===== src/grid_window_3x3_packer_unit_defines.svh =====
// assertion macros shared by the grid window packer rtl
`ifndef GRID_WINDOW_3X3_PACKER_UNIT_DEFINES_SVH
`define GRID_WINDOW_3X3_PACKER_UNIT_DEFINES_SVH

// condition that holds at every clock edge outside reset
`define GW3_ASSERT_ALWAYS(lbl, cond, msg) \
	lbl: assert property (@(posedge clk) disable iff (!arst_n) (cond)) else $error(msg);

// antecedent implies consequent in the same cycle
`define GW3_ASSERT_IMPLY(lbl, ante, cons, msg) \
	lbl: assert property (@(posedge clk) disable iff (!arst_n) (ante) |-> (cons)) \
		else $error(msg);

`endif


===== src/gw3_pkg.sv =====
// shared types and constants of the grid window packer
package gw3_pkg;

	localparam int MAT_W      = 4;
	localparam int WIN_SIZE   = 9;
	localparam int COORD_W    = 10;
	localparam int EMPTY_W    = 2 * WIN_SIZE;
	localparam int MATW_W     = MAT_W * WIN_SIZE;
	localparam int CFG_IDX_W  = 1;
	localparam int CFG_DATA_W = 11;

	localparam logic [CFG_IDX_W-1:0] CFG_GRID_WIDTH  = 1'b0;
	localparam logic [CFG_IDX_W-1:0] CFG_GRID_HEIGHT = 1'b1;

	localparam logic REQ_CELL = 1'b0;
	localparam logic REQ_PAD  = 1'b1;

	typedef struct packed {
		logic             wall;
		logic             empty;
		logic [MAT_W-1:0] material;
	} gw3_cell_t;

	typedef gw3_cell_t [WIN_SIZE-1:0] gw3_win_t;

	typedef struct packed {
		gw3_cell_t upper;
		gw3_cell_t middle;
	} gw3_lb_word_t;

	typedef struct packed {
		logic shift;
		logic clear;
		logic first_col;
	} gw3_win_ctl_t;

endpackage


===== src/gw3_window.sv =====
// 3x3 sliding register window with zero-column insertion at row start
module gw3_window import gw3_pkg::*; (
	input  logic         clk,
	input  logic         arst_n,
	input  gw3_win_ctl_t ctl,
	input  gw3_cell_t    top,
	input  gw3_cell_t    mid,
	input  gw3_cell_t    bot,
	output gw3_win_t     view
);

	gw3_win_t win_q;
	gw3_win_t pre;
	gw3_win_t nxt;

	function automatic gw3_win_t slide(gw3_win_t w, gw3_cell_t t, gw3_cell_t m, gw3_cell_t b);
		gw3_win_t r;
		r    = w;
		r[0] = w[1];
		r[1] = w[2];
		r[3] = w[4];
		r[4] = w[5];
		r[6] = w[7];
		r[7] = w[8];
		r[2] = t;
		r[5] = m;
		r[8] = b;
		return r;
	endfunction

	always_comb begin
		if (ctl.first_col) begin
			pre = slide(win_q, '0, '0, '0);
			nxt = slide(pre, top, mid, bot);
		end else begin
			pre = slide(win_q, top, mid, bot);
			nxt = pre;
		end
	end

	assign view = pre;

	always_ff @(posedge clk or negedge arst_n) begin
		if (!arst_n) begin
			win_q <= '0;
		end else if (ctl.clear) begin
			win_q <= '0;
		end else if (ctl.shift) begin
			win_q <= nxt;
		end
	end

endmodule


===== config.mk =====
export PLATFORM = sky130hd
export DESIGN_NAME = gw3_window
export DESIGN_NICKNAME = d
export VERILOG_FILES = /design/src/grid_window_3x3_packer_unit_defines.svh /design/src/gw3_pkg.sv /design/src/gw3_window.sv
export SDC_FILE = /design/constraint.sdc
export NUM_CORES = 1
export LEC_CHECK = 0
export BUFFER_PORTS_ARGS = -buffer_cell sky130_fd_sc_hd__buf_2
export CORE_MARGIN = 2
export CORE_UTILIZATION = 30
export CTS_CLUSTER_SIZE = 28
export DETAILED_ROUTE_END_ITERATION = 12
export HOLD_SLACK_MARGIN = 0.03
export PLACE_DENSITY = 0.67
export SETUP_SLACK_MARGIN = 0.05
export SLEW_MARGIN = 5
export SYNTH_ARGS = -nofsm -noshare
export SYNTH_HDL_FRONTEND = slang
export SYNTH_SLANG_ARGS = --single-unit
export TNS_END_PERCENT = 50

===== constraint.sdc =====
create_clock -name clk -period 1.15 [get_ports clk]
set_input_delay 0.345 -clock clk [delete_from_list [all_inputs] [get_ports clk]]
set_output_delay 0.345 -clock clk [all_outputs]
set_load 0.02 [all_outputs]

Word-level counts from Yosys, hierarchy flattened
Cells that the tools add are included.
{"block": "word_totals", "ff_bits": 36, "out_inout_bits": 54, "inputBits": 23, "elab_cells": 23}
{"block": "op_classes", "n_mux": 4, "n_reduce_logical": 1}
{"cell": "54-bit 2-to-1 mux", "n": 3}
{"cell": "48-bit 2-to-1 mux", "n": 1}
{"cell": "2-bit nonzero test", "n": 1}

Depth between registers and ports, before layout
Gate-level depths: netlist (run 1).
{"block": "depth", "ltp_word": 3, "depth_mapped": 4, "depth_no_buf": 2}

Worst setup path after synthesis (run 1)
No wires, ideal clock.
{"block": "synth_timing", "kind": "input to output", "start": "input port ctl[0] in the netlist's numbering", "end": "output port view[31] in the netlist's numbering", "setup_slack_ns": -0.177, "cell_stages": 3, "n_path_buf": 2, "required_ns": 0.805, "arrival_time_ns": 0.982, "cell_sequence": "buf_4 -> buf_2 -> nor2b_1"}
{"element": "start, declared", "line": "gw3_window.sv:5", "source": "input gw3_win_ctl_t ctl,"}
{"element": "end, declared", "line": "gw3_window.sv:9", "source": "output gw3_win_t view"}

==> flow_metrics.py, run 1 <==
metrics = {
    "run": {
        "cap_violations": 0,
    },
    "placement": {
        "dp_worst_setup_slack_ps": -168,
        "post-dp-hpwl_um": 2780,
        "dp.cells": 270,
        "gp_congestion": 0.691,
        "portBuffers": 76,
    },
    "detailed_routing": {
        "post_drt_wl_per_cell_um": 14.5,
        "drtPass1Iterations": 4,
        "viasPerCell": 4.60,
        "wl_um": 4400,
        "vias": 1395,
        "drc": 0,
        "ant_nets": 0,
        "drt_iter0_markers": 109,
    },
    "timing": {
        "hold_violations": 0,
        "max_clock_freq_ghz": 0.835,
        "relSlewSlack_pct": 70.1,
        "fin_setup_tns_ps": -1280,
        "finClkSkew_ps": 8.45,
        "timing_worst_slew_pin_value_ps": 448,
        "period_needed_ps": 1200,
        "slew_violations": 0,
        "setup_viol": 52,
        "rsz0062_at_grt": "yes",
        "worst_slack_ps": -48.2,
        "fin_crit_sh_pct": 104,
        "hold-worst-slack_ps": 312,
    },
    "critical_path": {
        "cp_common_cell": "buf_12",
        "crit_chain": "buf_12, buf_12, nor2b_2, buf_4",
        "worst-path-buf-inv": 3,
        "end_kind": "primary output",
        "worstPathArrival_ps": 850,
        "worst-path-max-fanout": 8,
        "path_class": "in2out",
        "cpMaxStageDelayCell": "buf_12",
        "crit_family": "buffers and inverters",
        "critPathRequiredTime_ps": 810,
        "crit_path_start_kind": "input pin",
        "max_stage_delay_ps": 140,
    },
    "finish": {
        "nNetsFinal": 255,
        "n_antenna_cell": 0,
        "drive_gt1_share_pct": 59.7,
        "final_util_pct": 56.4,
        "area_growth_syn_to_layout_pct": 83.3,
        "final_cells": 303,
        "reg_top3": "win_q: 36 flops",
        "largest_reg_flops": 36,
        "largest_register": "win_q",
    },
    "yosys": {
        "synth_top_area_share_pct": 57.6,
        "syn-num-nets": 143,
        "syn-instance-count": 120,
        "syn_area_mm2": 0.00156,
        "seq_area_frac_synth_pct": 57.6,
        "netlist-cell-type-count": 11,
        "synth.area.top_cells": "dfrtp_1 58%, a32o_1 12%, mux2i_1 12%, nor2b_1 7.2%, nor2_1 4.3%",
        "yosys.area.top_type": "dfrtp_1",
        "ys_ff_latch": 36,
        "syn_avg_cell_area_um2": 13.0,
        "ys_warn_count": 0,
    },
    "die": {
        "rows": 26,
        "fp.dieArea_mm2": 0.00580,
        "core-area_mm2": 0.00507,
        "start_util_pct": 30.8,
        "num_io_pins": 77,
        "dieHeight_um": 76.2,
        "die_x_um": 76.2,
    },
    "pwr": {
        "pwr_density_cell_mw_per_mm2": 1110,
        "p_leak_uw": 0.00149,
        "ir_worst_vdd_v": 0.000458,
    },
    "global_routing": {
        "grt_max_degree": 37,
        "track_usage_pct": 15.4,
        "grt_overflow_total": 0,
        "grt_first_pass_wirelength_um": 7000,
        "grt_pass1_vias": 1386,
        "antenna_found_initial": 0,
    },
    "hold_path": {
        "hold_class": "in2reg",
    },
    "outcome": {
        "status": "finished, violations left",
        "failed_checks": "negative setup slack",
    },
    "clock_network": {
        "clkTransAtPathRegs_ps": 70,
        "clock-sinks": 36,
        "cts_tree": "built",
        "numCtsBuffers": 5,
        "htreeDepth": 2,
        "clock-root-buffer": "clkbuf_8",
        "clockBufferDepth": 2,
        "insertion_delay_ps": 290,
    },
}
tightest hold or removal path: stages:
cell and delay [ps]:
buf_2 90, mux2i_1 60, nor2_1 80
power breakdown:
part           switching [uW]  internal [uW]  total, uW
Sequential               40.7           1310       1350
Combinational             334            378        712
Clock                     458            641       1100
metal layers:
metal | up-vias | routed length [um] | global-route usage (%)
met4 | 0 | 42 | 4.55
met3 | 5 | 261 | 5.81
met2 | 43 | 2240 | 25.4
met5 | - | 0 | 0
li1 | 655 | - | -
met1 | 692 | 1850 | 18.9
cell usage in the layout (no fill, tap or decap), drive strengths merged:
master       count
a32o            18
dlygate4sd3      1
clkbuf           5
buf            114
nor2            20
clkinv           1
mux2i           18
dfrtp           36
bufinv           1
clkinvlp         1
nor2b           18
cells by family (layout without fill, tap and decap cells):
kind of cell	Yosys count	after routing	synth area share (%)
multiplexers	18	18	11.5
flip-flops	36	36	57.6
buffers and inverters	10	123	5.76
AND/OR/NAND/NOR	38	38	13.5
AO/OA/AOI/OAI	18	18	11.5
path summary, 6_finish.rpt:
path,start,end,slack (ps),cells past startpoint
setup / recovery,ctl[0],view[15],-50,4
hold reg to reg,win_q[24],win_q[24],490,1
min in group asynchronous,arst_n,win_q[31],550,3
setup reg to reg,win_q[32],win_q[26],150,3
hold / removal,mid[5],win_q[35],310,3
max in group asynchronous,arst_n,win_q[47],410,3
cells in the mapped netlist:
cell      n
a32o_1   18
buf_2     3
buf_4     2
buf_6     4
buf_8     1
dfrtp_1  36
mux2i_1  18
nor2_1   18
nor2_4    1
nor2_8    1
nor2b_1  18
final cells by class:
class | count | area, um^2
multi-input combinational | 74 | 674
timing repair buffer | 115 | 1090
clock inverter | 3 | 42.5
clock buffer | 5 | 68.8
sequential | 36 | 901
fill | 430 | 2210
tap | 70 | 87.6
through the flow:
step                total power [uW]  cell area (um^2)
floorplan                       1690              1670
global placement                1900              2200
detailed placement              1900              2200
CTS                             3110              2580
global route                    3300              2860
finish                          3170              2860
what timing repair did:
action                                  4_1_cts  5_1_grt
endpoints found under the setup margin       54       72
hold buffers                                  1        0
buffers inserted                             10       13
gates resized for setup                      52       57
cloned                                        1        0
pin swaps                                    15       10
hold endpoints to repair                     36        0
(Power assumes the default switching activity.)
==> run 2, diff against run 1 <==
CTS_CLUSTER_DIAMETER = 150   (was unset)
MAX_ROUTING_LAYER = met4   (was unset)
==> run 2 against run 1 <==
Effect of this change:
- the run still ends with negative setup slack left
- sequential power barely moved
- die area did not move
- core utilization fell by 0.27 points
- largest power group unchanged
- sequential share of layout area rose by 0.15 points
- final cell count fell by 0.33%
- first-iteration DRC count rose by 2.8%
- sequential cell count did not move
- setup slack barely moved
- combinational power barely moved
==> flow_metrics.py, run 2 (synthesis gave the netlist of run 1 again) <==
metrics = {
    "finish": {
        "largest_register": "win_q",
        "layout_common_cells": "46 x buf_6, 36 x dfrtp_1, 34 x buf_4",
        "drive_gt1_share_pct": 59.5,
        "n_antenna_cell": 0,
        "fillers": 430,
        "final_util_pct": 56.2,
        "final_area_mm2": 0.00285,
        "reg_top3": "win_q: 36 flops",
        "area_growth_syn_to_layout_pct": 82.4,
        "final_common_cell": "buf_6",
        "largest_reg_flops": 36,
        "nNetsFinal": 254,
    },
    "timing": {
        "setup_viol": 52,
        "fin_setup_tns_ps": -1260,
        "max_clock_freq_ghz": 0.835,
        "slew_violations": 0,
        "worst_slack_ps": -47.7,
        "hold_violations": 0,
        "relSlewSlack_pct": 70.2,
        "rsz0062_at_grt": "yes",
        "period_needed_ps": 1200,
        "finClkSkew_ps": 8.20,
        "fin_crit_sh_pct": 104,
        "hold-worst-slack_ps": 312,
        "timing_worst_slew_pin_value_ps": 447,
    },
    "critical_path": {
        "crit_path_start_kind": "input pin",
        "path_class": "in2out",
        "cp-endpoint": "view[16]",
        "critical_path.startpoint": "ctl[0]",
        "r2r-end": "win_q[26]",
        "worst_r2r_path_depth": 3,
        "worstPathArrival_ps": 850,
        "reg2reg_from": "win_q[32]",
        "critPathRequiredTime_ps": 810,
        "end_kind": "primary output",
        "r2r_slack_ps": 160,
        "worst-path-max-fanout": 7,
    },
    "clock_network": {
        "cts_tree": "built",
        "htreeDepth": 2,
        "clkTransAtPathRegs_ps": 70,
        "numCtsBuffers": 5,
        "insertion_delay_ps": 290,
        "clockBufferDepth": 2,
        "clock-root-buffer": "clkbuf_8",
        "clock-sinks": 36,
    },
    "detailed_routing": {
        "vias": 1390,
        "viasPerCell": 4.60,
        "post_drt_wl_per_cell_um": 14.4,
        "drc": 0,
        "wl_um": 4360,
        "drt_iter0_markers": 112,
        "ant_nets": 0,
        "drtPass1Iterations": 4,
    },
    "pwr": {
        "ir_worst_vdd_v": 0.000458,
        "p_leak_uw": 0.00148,
        "pwr_density_cell_mw_per_mm2": 1110,
    },
    "global_routing": {
        "grt_max_degree": 37,
        "track_usage_pct": 15.7,
        "antenna_found_initial": 0,
        "grt_pass1_vias": 1398,
        "grt_first_pass_wirelength_um": 6950,
        "grt_overflow_total": 0,
    },
    "die": {
        "start_util_pct": 30.8,
        "die_x_um": 76.2,
        "core-area_mm2": 0.00507,
        "rows": 26,
        "fp.dieArea_mm2": 0.00580,
        "dieHeight_um": 76.2,
        "num_io_pins": 77,
    },
    "hold_path": {
        "hold_class": "in2reg",
    },
    "placement": {
        "post-dp-hpwl_um": 2780,
        "placed_cell_area_mm2": 0.00220,
        "gp_congestion": 0.699,
        "portBuffers": 76,
    },
    "outcome": {
        "failed_checks": "negative setup slack",
        "status": "finished, violations left",
    },
    "run": {
        "cap_violations": 0,
    },
}
[run 2: cell type report]
class / instances / area (um^2) / share of cell area (%)
Clock buffer: 5 / 68.8 / 2.41
Clock inverter: 3 / 42.5 / 1.49
Multi-Input combinational cell: 74 / 674 / 23.7
Sequential cell: 36 / 901 / 31.6
Tap cell: 70 / 87.6 / 3.07
Timing Repair Buffer: 114 / 1080 / 37.8
[run 2: per-layer routing]
layer	track usage, %	up-vias	routed length, um
met3	5.45	5	235
met5	-	-	0
met1	18.8	685	1840
li1	-	653	-
met4	4.55	0	47
met2	25.4	47	2230
[run 2: worst max-delay path, stage by stage]
cell,delay [ps]
buf_12,110
buf_16,140
nor2b_1,100
buf_4,140
[run 2: through the flow]
step / setup slack [ps] / total power, uW / cells
CTS: -56.8 / 3110 / 290
detailed placement: -168 / 1900 / 270
global route: -81.1 / 3290 / 302
finish: -47.7 / 3160 / 302
floorplan: 24.3 / 1690 / 120
global placement: -127 / 1900 / 270
[run 2: worst min path at each step]
| stage | from | endpoint | slack [ps] | cells after the start |
|---|---|---|---|---|
| global route | bot[0] | win_q[48] | 320 | 3 |
| CTS | mid[2] | win_q[32] | 310 | 3 |
| floorplan | arst_n | win_q[10] | 50 | 0 |
| detailed placement | arst_n | win_q[25] | 320 | 2 |
| finish | mid[5] | win_q[35] | 310 | 3 |
| global placement | arst_n | win_q[31] | 320 | 2 |
[run 2: power breakdown]
group          internal (uW)  switching [uW]
logic                    376             334
clock network            641             451
registers               1310            40.4
[run 2: timing repair]
| action | CTS | global route |
|---|---|---|
| resized for setup | 52 | 55 |
| setup buffers | 10 | 12 |
| endpoints found under the setup margin | 54 | 72 |
| pin swaps | 15 | 10 |
| gates cloned | 1 | 0 |
| hold endpoints to repair | 36 | 0 |
| hold buffers | 1 | 0 |
